==> src/sv/itfp_pkg.sv <==
// itfp_pkg: shared types and constants of the integer text field parser
// no dependencies; used by every module of the parser
`default_nettype none

package itfp_pkg;

    typedef enum logic [1:0] {
        B_AUTO = 2'd0,
        B_DEC  = 2'd1,
        B_HEX  = 2'd2,
        B_OCT  = 2'd3
    } base_t;

    localparam logic [1:0] REG_BASE_MODE   = 2'd0;
    localparam logic [1:0] REG_SIGNED_MODE = 2'd1;
    localparam logic [1:0] REG_MAX_WIDTH   = 2'd2;

    localparam logic [7:0] CH_ZERO  = 8'h30;
    localparam logic [7:0] CH_LOW_X = 8'h78;
    localparam logic [7:0] CH_UP_X  = 8'h58;
    localparam logic [7:0] CH_MINUS = 8'h2d;

    typedef struct packed {
        logic       eoi;
        logic       is_minus;
        logic       is_zero;
        logic       is_x;
        logic       is_hex;
        logic [3:0] dval;
    } char_class_t;

    typedef struct packed {
        logic empty;
        logic full;
    } fifo_status_t;

endpackage

`default_nettype wire

==> src/sv/itfp_fifo.sv <==
// itfp_fifo: two-entry queue of data beats
// depends on itfp_pkg for the status struct
`default_nettype none

module itfp_fifo #(
    parameter int WIDTH = 8
) (
    input  wire logic               clk,
    input  wire logic               rst_n,
    input  wire logic               wr,
    input  wire logic [WIDTH-1:0]   wr_data,
    input  wire logic               rd,
    output logic [WIDTH-1:0]        rd_data,
    output itfp_pkg::fifo_status_t  status
);

    logic [WIDTH-1:0] mem_reg [2];
    logic [1:0]       count_reg;
    logic [1:0]       count_next;
    logic             wr_ptr_reg;
    logic             rd_ptr_reg;
    logic             do_wr;
    logic             do_rd;

    assign status.empty = (count_reg == 2'd0);
    assign status.full  = (count_reg == 2'd2);
    assign do_wr        = wr && !status.full;
    assign do_rd        = rd && !status.empty;
    assign rd_data      = mem_reg[rd_ptr_reg];

    always_comb
    begin
        count_next = count_reg;
        if (do_wr && !do_rd)
        begin
            count_next = count_reg + 2'd1;
        end
        else if (do_rd && !do_wr)
        begin
            count_next = count_reg - 2'd1;
        end
    end

    always_ff @(posedge clk or negedge rst_n)
    begin
        if (!rst_n)
        begin
            count_reg  <= 2'd0;
            wr_ptr_reg <= 1'b0;
            rd_ptr_reg <= 1'b0;
        end
        else
        begin
            count_reg <= count_next;
            if (do_wr)
            begin
                wr_ptr_reg <= !wr_ptr_reg;
            end
            if (do_rd)
            begin
                rd_ptr_reg <= !rd_ptr_reg;
            end
        end
    end

    always_ff @(posedge clk)
    begin
        if (do_wr)
        begin
            mem_reg[wr_ptr_reg] <= wr_data;
        end
    end

endmodule

`default_nettype wire

==> src/sv/itfp_front.sv <==
// itfp_front: classifies one input character into digit value and markers
// depends on itfp_pkg for the class struct and character constants
`default_nettype none

module itfp_front (
    input  wire logic              [7:0] ch,
    input  wire logic                    end_of_input,
    output itfp_pkg::char_class_t        cls
);

    always_comb
    begin
        cls          = '0;
        cls.eoi      = end_of_input;
        cls.is_minus = (ch == itfp_pkg::CH_MINUS);
        cls.is_zero  = (ch == itfp_pkg::CH_ZERO);
        cls.is_x     = (ch == itfp_pkg::CH_LOW_X) || (ch == itfp_pkg::CH_UP_X);
        if (ch >= 8'h30 && ch <= 8'h39)
        begin
            cls.is_hex = 1'b1;
            cls.dval   = 4'(ch - 8'h30);
        end
        else if (ch >= 8'h61 && ch <= 8'h66)
        begin
            cls.is_hex = 1'b1;
            cls.dval   = 4'(ch - 8'h57);
        end
        else if (ch >= 8'h41 && ch <= 8'h46)
        begin
            cls.is_hex = 1'b1;
            cls.dval   = 4'(ch - 8'h37);
        end
    end

endmodule

`default_nettype wire

==> src/sv/itfp_back.sv <==
// itfp_back: field state machine, digit accumulation and result forming
// depends on itfp_pkg for the class struct and base codes
`default_nettype none

module itfp_back #(
    parameter int VALUE_BITS = 32
) (
    input  wire logic                     clk,
    input  wire logic                     rst_n,
    input  wire itfp_pkg::char_class_t    cls,
    input  wire itfp_pkg::fifo_status_t   mid_status,
    input  wire itfp_pkg::fifo_status_t   out_status,
    input  wire itfp_pkg::base_t          base_mode,
    input  wire logic                     signed_mode,
    input  wire logic [7:0]               max_width,
    output logic                          mid_pop,
    output logic                          out_push,
    output logic [VALUE_BITS+1:0]         out_data
);

    typedef enum logic [3:0] {
        PH_START      = 4'b0001,
        PH_FIRST      = 4'b0010,
        PH_AFTER_ZERO = 4'b0100,
        PH_DIGITS     = 4'b1000
    } phase_t;

    phase_t                phase_reg;
    phase_t                phase_next;
    logic [VALUE_BITS-1:0] acc_reg;
    logic [VALUE_BITS-1:0] acc_next;
    logic                  neg_reg;
    logic                  neg_next;
    logic [7:0]            rem_reg;
    logic [7:0]            rem_next;
    itfp_pkg::base_t       base_reg;
    itfp_pkg::base_t       base_next;
    logic                  seen_reg;
    logic                  seen_next;
    logic                  emit;
    logic                  consumed;
    logic                  done;
    logic                  digit_ok;
    logic [VALUE_BITS-1:0] acc_mul;
    logic [8:0]            uw;
    logic                  act;

    function automatic logic [8:0] use_width(input logic [7:0] r);
        logic [7:0] n;
        n = (r == 8'd0) ? r : r - 8'd1;
        return {(r != 8'd0) && (n == 8'd0), n};
    endfunction

    assign act      = !mid_status.empty && !out_status.full;
    assign mid_pop  = act;
    assign out_push = act && emit;

    always_comb
    begin
        phase_next = phase_reg;
        acc_next   = acc_reg;
        neg_next   = neg_reg;
        rem_next   = rem_reg;
        base_next  = base_reg;
        seen_next  = seen_reg;
        emit       = 1'b0;
        consumed   = 1'b0;
        done       = 1'b0;
        digit_ok   = 1'b0;
        acc_mul    = '0;
        uw         = '0;

        // field start
        if (phase_next == PH_START)
        begin
            rem_next  = max_width;
            base_next = base_mode;
            acc_next  = '0;
            neg_next  = 1'b0;
            seen_next = 1'b0;
            if (cls.eoi)
            begin
                emit = 1'b1;
                done = 1'b1;
            end
            else
            begin
                phase_next = PH_FIRST;
                if (signed_mode && cls.is_minus)
                begin
                    neg_next = 1'b1;
                    done     = 1'b1;
                    uw       = use_width(rem_next);
                    rem_next = uw[7:0];
                    emit     = uw[8];
                    consumed = uw[8];
                end
            end
        end

        // prefix handling
        if (!done)
        begin
            if (phase_next == PH_FIRST)
            begin
                if (cls.eoi)
                begin
                    emit = 1'b1;
                    done = 1'b1;
                end
                else
                begin
                    if (base_next == itfp_pkg::B_AUTO)
                    begin
                        if (cls.is_zero)
                        begin
                            seen_next  = 1'b1;
                            base_next  = itfp_pkg::B_OCT;
                            phase_next = PH_AFTER_ZERO;
                            done       = 1'b1;
                            uw         = use_width(rem_next);
                            rem_next   = uw[7:0];
                            emit       = uw[8];
                            consumed   = uw[8];
                        end
                        else
                        begin
                            base_next = itfp_pkg::B_DEC;
                        end
                    end
                    if (!done)
                    begin
                        phase_next = PH_DIGITS;
                    end
                end
            end
            else if (phase_next == PH_AFTER_ZERO)
            begin
                if (cls.eoi)
                begin
                    emit = 1'b1;
                    done = 1'b1;
                end
                else
                begin
                    phase_next = PH_DIGITS;
                    if (cls.is_x)
                    begin
                        base_next = itfp_pkg::B_HEX;
                        done      = 1'b1;
                        uw        = use_width(rem_next);
                        rem_next  = uw[7:0];
                        emit      = uw[8];
                        consumed  = uw[8];
                    end
                end
            end
        end

        // digit accumulation
        unique case (base_next)
            itfp_pkg::B_HEX:
            begin
                digit_ok = cls.is_hex;
                acc_mul  = acc_next << 4;
            end
            itfp_pkg::B_OCT:
            begin
                digit_ok = cls.is_hex && (cls.dval < 4'd8);
                acc_mul  = acc_next << 3;
            end
            default:
            begin
                digit_ok = cls.is_hex && (cls.dval < 4'd10);
                acc_mul  = (acc_next << 3) + (acc_next << 1);
            end
        endcase

        if (!done)
        begin
            if (cls.eoi || !digit_ok)
            begin
                emit = 1'b1;
            end
            else
            begin
                acc_next  = acc_mul + VALUE_BITS'(cls.dval);
                seen_next = 1'b1;
                uw        = use_width(rem_next);
                rem_next  = uw[7:0];
                emit      = uw[8];
                consumed  = uw[8];
            end
        end

        out_data = {(neg_next ? ({VALUE_BITS{1'b0}} - acc_next) : acc_next),
                    consumed, !seen_next};
    end

    always_ff @(posedge clk or negedge rst_n)
    begin
        if (!rst_n)
        begin
            phase_reg <= PH_START;
            acc_reg   <= '0;
            neg_reg   <= 1'b0;
            rem_reg   <= 8'd0;
            base_reg  <= itfp_pkg::B_DEC;
            seen_reg  <= 1'b0;
        end
        else if (act)
        begin
            if (emit)
            begin
                phase_reg <= PH_START;
                acc_reg   <= '0;
                neg_reg   <= 1'b0;
                rem_reg   <= max_width;
                seen_reg  <= 1'b0;
            end
            else
            begin
                phase_reg <= phase_next;
                acc_reg   <= acc_next;
                neg_reg   <= neg_next;
                rem_reg   <= rem_next;
                seen_reg  <= seen_next;
            end
            base_reg <= base_next;
        end
    end

endmodule

`default_nettype wire

==> src/sv/integer_text_field_parser.sv <==
// integer_text_field_parser: top level, configuration registers and queues
// depends on itfp_pkg, itfp_front, itfp_fifo and itfp_back
`default_nettype none

// Takes character beats and parses one integer field at a time, in decimal,
// hex, octal or with automatic 0 / 0x prefix detection, with an optional
// leading minus and a width limit. Sustained rate is one character per clock
// while the result queue has room; a result enters the output queue as the
// back end takes the beat ending its field. The rate is set by the back end's
// combinational multiply-add by the base. A two-entry queue sits between
// classifier and back end and another holds results, so either side may
// stall alone. Configuration is latched at the first character of each field.

module integer_text_field_parser #(
    parameter int VALUE_BITS = 32
) (
    input  wire logic                  clk,
    input  wire logic                  rst_n,
    input  wire logic                  push,
    output logic                       full,
    input  wire logic [7:0]            ch,
    input  wire logic                  end_of_input,
    output logic                       empty,
    input  wire logic                  pop,
    output logic [VALUE_BITS-1:0]      value,
    output logic                       terminator_consumed,
    output logic                       no_digits,
    input  wire logic                  wr_en,
    input  wire logic [1:0]            wr_index,
    input  wire logic [7:0]            wr_data
);

    localparam int ClsBits = $bits(itfp_pkg::char_class_t);
    localparam int ResBits = VALUE_BITS + 2;

    itfp_pkg::base_t        base_mode_reg;
    logic                   signed_mode_reg;
    logic [7:0]             max_width_reg;
    itfp_pkg::char_class_t  front_cls;
    logic [ClsBits-1:0]     mid_rd_data;
    itfp_pkg::char_class_t  mid_cls;
    itfp_pkg::fifo_status_t mid_status;
    itfp_pkg::fifo_status_t out_status;
    logic                   mid_pop;
    logic                   out_push;
    logic [ResBits-1:0]     out_wr_data;
    logic [ResBits-1:0]     out_rd_data;

    always_ff @(posedge clk or negedge rst_n)
    begin
        if (!rst_n)
        begin
            base_mode_reg   <= itfp_pkg::B_AUTO;
            signed_mode_reg <= 1'b1;
            max_width_reg   <= 8'd0;
        end
        else if (wr_en)
        begin
            unique case (wr_index)
                itfp_pkg::REG_BASE_MODE:   base_mode_reg   <= itfp_pkg::base_t'(wr_data[1:0]);
                itfp_pkg::REG_SIGNED_MODE: signed_mode_reg <= wr_data[0];
                itfp_pkg::REG_MAX_WIDTH:   max_width_reg   <= wr_data;
                default:
                begin
                end
            endcase
        end
    end

    itfp_front u_front (
        .ch           (ch),
        .end_of_input (end_of_input),
        .cls          (front_cls)
    );

    itfp_fifo #(
        .WIDTH (ClsBits)
    ) u_mid_fifo (
        .clk     (clk),
        .rst_n   (rst_n),
        .wr      (push),
        .wr_data (front_cls),
        .rd      (mid_pop),
        .rd_data (mid_rd_data),
        .status  (mid_status)
    );

    assign mid_cls = itfp_pkg::char_class_t'(mid_rd_data);
    assign full    = mid_status.full;

    itfp_back #(
        .VALUE_BITS (VALUE_BITS)
    ) u_back (
        .clk         (clk),
        .rst_n       (rst_n),
        .cls         (mid_cls),
        .mid_status  (mid_status),
        .out_status  (out_status),
        .base_mode   (base_mode_reg),
        .signed_mode (signed_mode_reg),
        .max_width   (max_width_reg),
        .mid_pop     (mid_pop),
        .out_push    (out_push),
        .out_data    (out_wr_data)
    );

    itfp_fifo #(
        .WIDTH (ResBits)
    ) u_out_fifo (
        .clk     (clk),
        .rst_n   (rst_n),
        .wr      (out_push),
        .wr_data (out_wr_data),
        .rd      (pop),
        .rd_data (out_rd_data),
        .status  (out_status)
    );

    assign empty               = out_status.empty;
    assign value               = out_rd_data[ResBits-1:2];
    assign terminator_consumed = out_rd_data[1];
    assign no_digits           = out_rd_data[0];

endmodule

`default_nettype wire

==> config.mk <==
export PLATFORM = sky130hd
export DESIGN_NAME = integer_text_field_parser
export DESIGN_NICKNAME = d
export VERILOG_FILES = /design/src/sv/itfp_pkg.sv /design/src/sv/itfp_fifo.sv /design/src/sv/itfp_front.sv /design/src/sv/itfp_back.sv /design/src/sv/integer_text_field_parser.sv
export SDC_FILE = /design/constraint.sdc
export NUM_CORES = 1
export LEC_CHECK = 0
export BUFFER_PORTS_ARGS = -buffer_cell sky130_fd_sc_hd__buf_2
export CORE_MARGIN = 2
export CORE_UTILIZATION = 60
export CTS_BUF_LIST = sky130_fd_sc_hd__clkbuf_2
export CTS_CLUSTER_SIZE = 20
export DETAILED_ROUTE_END_ITERATION = 12
export PLACE_DENSITY = 0.83
export SKIP_CTS_REPAIR_TIMING = 1
export SYNTH_ARGS = -nofsm -noshare
export SYNTH_HDL_FRONTEND = slang
export SYNTH_SLANG_ARGS = --single-unit
export TNS_END_PERCENT = 100
==> constraint.sdc <==
create_clock -name clk -period 19.2 [get_ports clk]
set_input_delay 2.88 -clock clk [delete_from_list [all_inputs] [get_ports clk]]
set_output_delay 2.88 -clock clk [all_outputs]
set_load 0.01 [all_outputs]
Yosys cells after proc, flatten, opt, wreduce, memory -nomap -nowiden
Memory sizes are Yosys's and may differ from the RTL's.
Cells that the tools add are included.
{"block": "totals", "register_bits": 67, "mem_bits_rw": 86, "inputBits": 24, "out_inout_bits": 36, "wordCells": 210, "mem_count": 2}
{"block": "op_classes", "add_sub_neg": 13, "n_lt_le_gt_ge": 8, "n_eq_ne": 13, "mux": 106, "reduce_logical": 53}
{"name": "u_out_fifo.mem_reg", "words": 2, "word_bits": 34, "read_ports": 1, "rd_ports_with_merged_regs": 0, "write_ports": 1, "line_no": "itfp_fifo.sv:17", "rtl": "logic [WIDTH-1:0] mem_reg [2];"}
{"name": "u_mid_fifo.mem_reg", "words": 2, "word_bits": 9, "read_ports": 1, "rd_ports_with_merged_regs": 0, "write_ports": 1, "line_no": "itfp_fifo.sv:17"}
{"cell": "$mux W32", "n": 5}
{"cell": "$mux W8", "n": 17}
{"cell": "$pmux W32 S2", "n": 1}
{"cell": "$mux W1", "n": 55}
{"cell": "$logic_not A8 Y1", "n": 6}
{"cell": "$mux W4", "n": 11}
{"cell": "$add A32 B32 Y32", "n": 1}
{"cell": "$add A32 B4 Y32", "n": 1}
{"cell": "$sub A1 B32 Y32 const A", "n": 1}
{"cell": "$mux W2", "n": 13}
{"cell": "$reduce_bool A8 Y1", "n": 3}
{"cell": "$sub A8 B1 Y8 const B", "n": 3}
{"cell": "$logic_and A1 B1 Y1", "n": 19}
{"cell": "$eq A8 B6 Y1 const B", "n": 2}
{"cell": "$eq A8 B7 Y1 const B", "n": 2}
{"cell": "$ge A8 B7 Y1 const B", "n": 2}
{"cell": "$le A8 B7 Y1 const B", "n": 2}
{"cell": "$mux W5", "n": 3}
{"cell": "$logic_not A1 Y1", "n": 14}
{"cell": "$eq A2 B2 Y1 const B", "n": 5}
{"cell": "$ge A8 B6 Y1 const B", "n": 1}
{"cell": "$le A8 B6 Y1 const B", "n": 1}
{"cell": "$logic_not A2 Y1", "n": 4}
{"cell": "$lt A4 B4 Y1 const B", "n": 2}
{"cell": "other kinds (12)", "n": 19}

Logic depth before layout (Yosys ltp)
{"block": "depth", "depth_word": 24, "ltp_mapped": 28, "mapped_depth_nobuf": 26}

Cells and area by module
From an unflattened synthesis, not the netlist that was laid out.
{"block": "unflattened", "cells_unflattened": 1325, "area_unflattened_um2": 12095.4}
{"module": "itfp_back", "instances": 1, "cells_per_inst": 1095, "area_per_inst_um2": 7756.2}
{"module": "itfp_fifo (u_out_fifo)", "instances": 1, "cells_per_inst": 125, "area_per_inst_um2": 2801.4}
{"module": "itfp_fifo (u_mid_fifo)", "instances": 1, "cells_per_inst": 47, "area_per_inst_um2": 853.3}
{"module": "integer_text_field_parser", "instances": 1, "cells_per_inst": 25, "area_per_inst_um2": 440.4}
{"module": "itfp_front", "instances": 1, "cells_per_inst": 33, "area_per_inst_um2": 244.0}

Worst setup path before layout
Ideal clock, no wire load.
{"block": "synth_path", "path_type": "register -> register", "start": "reg u_back.phase_reg[0]", "end": "mem u_out_fifo.mem_reg[0][0] (netlist bit) (enable)", "setup_time_ns": 0.425, "arrival_time_ns": 6.347, "path_slack_ns": 12.428, "stages_incl_launch_ff": 24, "path_buffers": 7, "synth_period_minus_slack_ns": 6.772, "cell_sequence": "dfstp_2 > or4b_2 > clkbuf_1 > buf_2 > clkbuf_1 > clkbuf_1 > clkbuf_1 > clkbuf_1 > a21oi_1 > ha_1 > o21ai_1 > or3_1 > nand2_1 > xnor2_1 > o21ai_0 > ha_1 > xnor2_1 > nand2_1 > nor4_1 > nor2_1 > a21oi_1 > buf_2 > nand2_1 > nor2_1"}
{"block": "synth_between", "elab_chain_len": 19, "elab_cells_between_ends": 64}
{"item": "start, declared", "line_no": "itfp_back.sv:28", "rtl": "phase_t phase_reg;"}
{"item": "start signal, assigned", "line_no": "itfp_back.sv:223", "rtl": "phase_reg <= phase_next;"}
{"item": "$eq A4 B1 Y1", "line_no": "itfp_back.sv:74", "rtl": "if (phase_next == PH_START)"}
{"item": "$mux W8", "line_no": "itfp_back.sv:74"}
{"item": "$sub A8 B1 Y8 / $logic_not A8 Y1 (equally long branches)", "line_no": "itfp_back.sv:50", "rtl": "n = (r == 8'd0) ? r : r - 8'd1;"}
{"item": "$mux W8", "line_no": "itfp_back.sv:50"}
{"item": "$mux W8 (on tied branches)", "line_no": "itfp_back.sv:147, itfp_back.sv:115"}
{"item": "$mux W8 (on tied branches)", "line_no": "itfp_back.sv:139, itfp_back.sv:113"}
{"item": "$mux W8 (on tied branches)", "line_no": "itfp_back.sv:137, itfp_back.sv:106"}
{"item": "$mux W8", "line_no": "itfp_back.sv:104", "rtl": "if (phase_next == PH_FIRST)"}
{"item": "(+3 left out)"}
{"item": "$logic_not A8 Y1", "line_no": "itfp_back.sv:51", "rtl": "return {(r != 8'd0) && (n == 8'd0), n};"}
{"item": "$logic_and A1 B1 Y1", "line_no": "itfp_back.sv:51"}
{"item": "$mux W1", "line_no": "itfp_back.sv:181", "rtl": "if (cls.eoi || !digit_ok)"}
{"item": "$mux W1 *", "line_no": "itfp_back.sv:179", "rtl": "if (!done)"}
{"item": "$logic_and A1 B1 Y1 *", "line_no": "itfp_back.sv:56", "rtl": "assign out_push = act && emit;"}
{"item": "$logic_and A1 B1 Y1 *", "line_no": "itfp_fifo.sv:27", "rtl": "assign do_wr = wr && !status.full;"}
{"item": "$mux W1 *", "line_no": "itfp_fifo.sv:68", "rtl": "if (do_wr)"}
{"item": "$mux W1 (implied by the code) *", "line_no": "itfp_fifo.sv:70", "rtl": "mem_reg[wr_ptr_reg] <= wr_data;"}
{"item": "end, declared", "line_no": "itfp_fifo.sv:17"}
Every way passes the cells marked *; elsewhere a longest branch is shown, timed or not. The select of a mux whose other input is x is not followed.

Worst setup path in the final report
{"block": "layout_path", "start": "reg u_back.phase_reg[0]", "end": "mem u_out_fifo.mem_reg[0][33] (netlist bit) (data pin)"}
{"block": "layout_between", "elab_chain_len": 15, "elab_cells_between_ends": 37}
{"item": "branches (longest 14 deep; another with $add A32 B32 Y32)"}
{"item": "$mux W32 *", "line_no": "itfp_back.sv:196", "rtl": "out_data = {(neg_next ? ({VALUE_BITS{1'b0}} - acc_next) : acc_next),"}
{"item": "net out_wr_data[33]", "line_no": "integer_text_field_parser.sv:46", "rtl": "logic [ResBits-1:0] out_wr_data;"}
Mark *: on every way through the listed nets, which the timed path passes. The select of a mux whose other input is x is not followed.

==> metrics.cfg <==
[run_status]
status = completed

[critical_path]
cp_max_fo = 60
arrival_ns = 7.27
crit_type = flop to flop
cp.required_ns = 19.74
slowest_delay_ns = 0.70
critPathLaunchType = flop
crit_slowest_cell = dfstp_2
cp_cell_sequence = or4b_2 -> buf_4 -> nand2_1 -> inv_1 -> ha_1 -> fa_1 -> a211oi_1 -> o211ai_1 -> a211oi_1 -> nor3_1 -> nor3_1 -> a31oi_1 -> a2111o_1 -> o31a_1 -> o31a_1 -> or3_4 -> nor4_4 -> a41oi_1 -> xnor2_1
crit_path_end_kind = flop

[yosys]
avgSynthCellArea_sq_um = 8.711
synth_cells = 1405
synth-edff-count = 86
synth.distinct_cells = 88
synth-seq-cells = 153
synth.net_count = 1474
syn_area_sq_um = 12240
synth_most_common_cell = nand2_1
synth_ff_type = edfxtp_1
synth.yosys.seq_area_share_pct = 34.83
ys.warnings.count = 0
synth_area_leaders = edfxtp_1 (21%), dfrtp_1 (13%), nand2_1 (5.7%)
synth_common_cells = nand2_1 (185), nor2_1 (108), a21oi_1 (107)
synth_top_area_share_pct = 21.10
async_reset_ff_share_pct = 43.79
synth_top_area_cell = edfxtp_1

[placed_design]
placedCellCount = 1671
portBuffers = 59
place_congestion = 0.9855
place_area_sq_um = 12700
hpwlAfterDp_microns = 23290

[final_layout]
fin_area_sq_um = 12960
instances_no_fill = 1704
fill_cells = 1710
final_nets = 1489
synthToLayoutAreaGrowth_pct = 5.888
largest_reg_flops = 68
drive_gt1_share_pct = 14.31

[global_route]
grt_max_degree = 68
grt_pass1_vias = 10210
antenna_found_initial = 1
grt_usage_pct = 30.08
grt_pass1_wl_microns = 52660
grt_overflow_total = 0

[cts]
clock-sinks = 153
cts_buffers = 17
clk_pin_slew_ns = 0.26
clock_latency_ns = 0.77
clockRootBuffer = clkbuf_2
clock_path_buffers = 2
cts_tree = done
htree_levels = 4

[floorplanning]
die_w_microns = 146.8
coreArea_sq_um = 20100
die_h_microns = 146.8
die_area_sq_um = 21560
start_util_pct = 60.88
io_pins = 60
num_rows = 52

[sta]
holdWs_ns = 0.5038
rsz0062_at_grt = false
layout_min_cycle_time_ns = 6.730
fmax_ghz = 0.1486
worst_slew_pin_slew_ns = 1.231
tns_ns = 0
setup_viol = 0
fin_crit_sh_pct = 35.05
hold_violations = 0
max-slew-margin-rel_pct = 16.75
drv_slew = 0
timing.clock.skew_ns = 0.04324

[detailed_routing]
vias = 11150
ant_nets = 0
drc_errors = 0
drtIter0Drc = 1446
dr.pass1.iters = 6
avgRoutedWirePerCell_microns = 18.78
avgViaCountPerCell = 6.540
wl_microns = 32000

[power]
vdd_drop_max_uv = 118.9
p_total_uw = 2363
cellPowerDensity_nw_per_um2 = 182.3
p_leak_uw = 0.005192

[flow_run]
drv_cap = 0

[worst_hold_path]
hold_path_class = flop to flop

## cell usage in the layout (no fill, tap or decap), types with 11 or more instances in the layout
cell      instances
inv_1            42
o21ai_0          91
nand4_1          18
o21a_1           11
xnor2_1          50
nor3_1           29
ha_1             43
a31oi_1          30
edfxtp_1         86
a21oi_1         106
buf_2            59
buf_4            16
xor2_1           32
nand2_1         185
mux2_2           58
and3_1           13
o211ai_1         14
mux2i_1          36
and2_1           22
clkbuf_2         19
a21o_1           14
o31ai_1          26
dfrtp_1          64
nand3_1          25
a211oi_1         21
nor2_1          107
or3_1            12
## layout make-up
| class | count | area [sq um] | share of cell area, % |
|---|---|---|---|
| Clock buffer | 19 | 95.09 | 0.7337 |
| Tap cell | 270 | 337.8 | 2.607 |
| Inverter | 43 | 161.4 | 1.245 |
| Timing Repair Buffer | 75 | 415.4 | 3.205 |
| Sequential cell | 153 | 4263 | 32.89 |
| Multi-Input combinational cell | 1130 | 7525 | 58.06 |
| Clock inverter | 13 | 160.2 | 1.236 |
| Antenna cell | 1 | 2.502 | 0.01931 |
## worst paths after layout
kind	from	to	slack [ns]	cells after the start
max in group asynchronous	rst_n	u_back.rem_reg[4]$_DFFE_PN0P_	16.31	2
min in group asynchronous	rst_n	base_mode_reg[0]$_DFFE_PN0P_	2.26	2
min reg2reg	u_back.acc_reg[29]$_DFFE_PN0P_	u_back.acc_reg[29]$_DFFE_PN0P_	0.50	2
max reg2reg	u_back.phase_reg[0]$_DFFE_PN1P_	u_out_fifo.mem_reg[0][33]$_DFFE_PP_	12.47	19
max	u_back.phase_reg[0]$_DFFE_PN1P_	u_out_fifo.mem_reg[0][33]$_DFFE_PP_	12.47	19
min	u_back.acc_reg[29]$_DFFE_PN0P_	u_back.acc_reg[29]$_DFFE_PN0P_	0.50	2
## critical path: cells and delay by family, from the launching register on
family                   cells  cell delay [ns]
AO/OA/AOI/OAI                8             2.56
adder cells (fa/ha/maj)      2             0.66
XOR/XNOR                     1             0.21
flip-flops                   1             0.70
buffers and inverters        2             0.45
AND/OR/NAND/NOR              6             1.91
## cells by family after synthesis
kind of cell	share of synthesized area, %
fa+ha+maj	4.723
buf+inv	3.977
xor+xnor	5.868
simple gates	20.53
compound gates	21.61
mux	8.465
flops	34.83
## power breakdown
group / total, uW / switching, uW / internal (uW)
logic: 1540 / 1010 / 530
clock network: 199 / 134 / 65.8
registers: 626 / 82.7 / 543
total: 2360 / 1220 / 1140
## through the flow
stage	setup slack, ns	util, %
after floorplan	12.43	-
after global placement	12.76	63.18
after detailed placement	12.61	63.18
after CTS	12.58	64.45
after global routing	11.99	64.46
final	12.47	64.46
## per-layer routing
layer  wire (microns)  vias to the layer above  GRT usage, %
met4              544                        0         7.524
li1                 -                     5266             -
met1            14560                     5262         44.84
met2            13800                      565         44.58
met3             3095                       52         6.739
met5                0                        -             0
(Power assumes the default switching activity.)
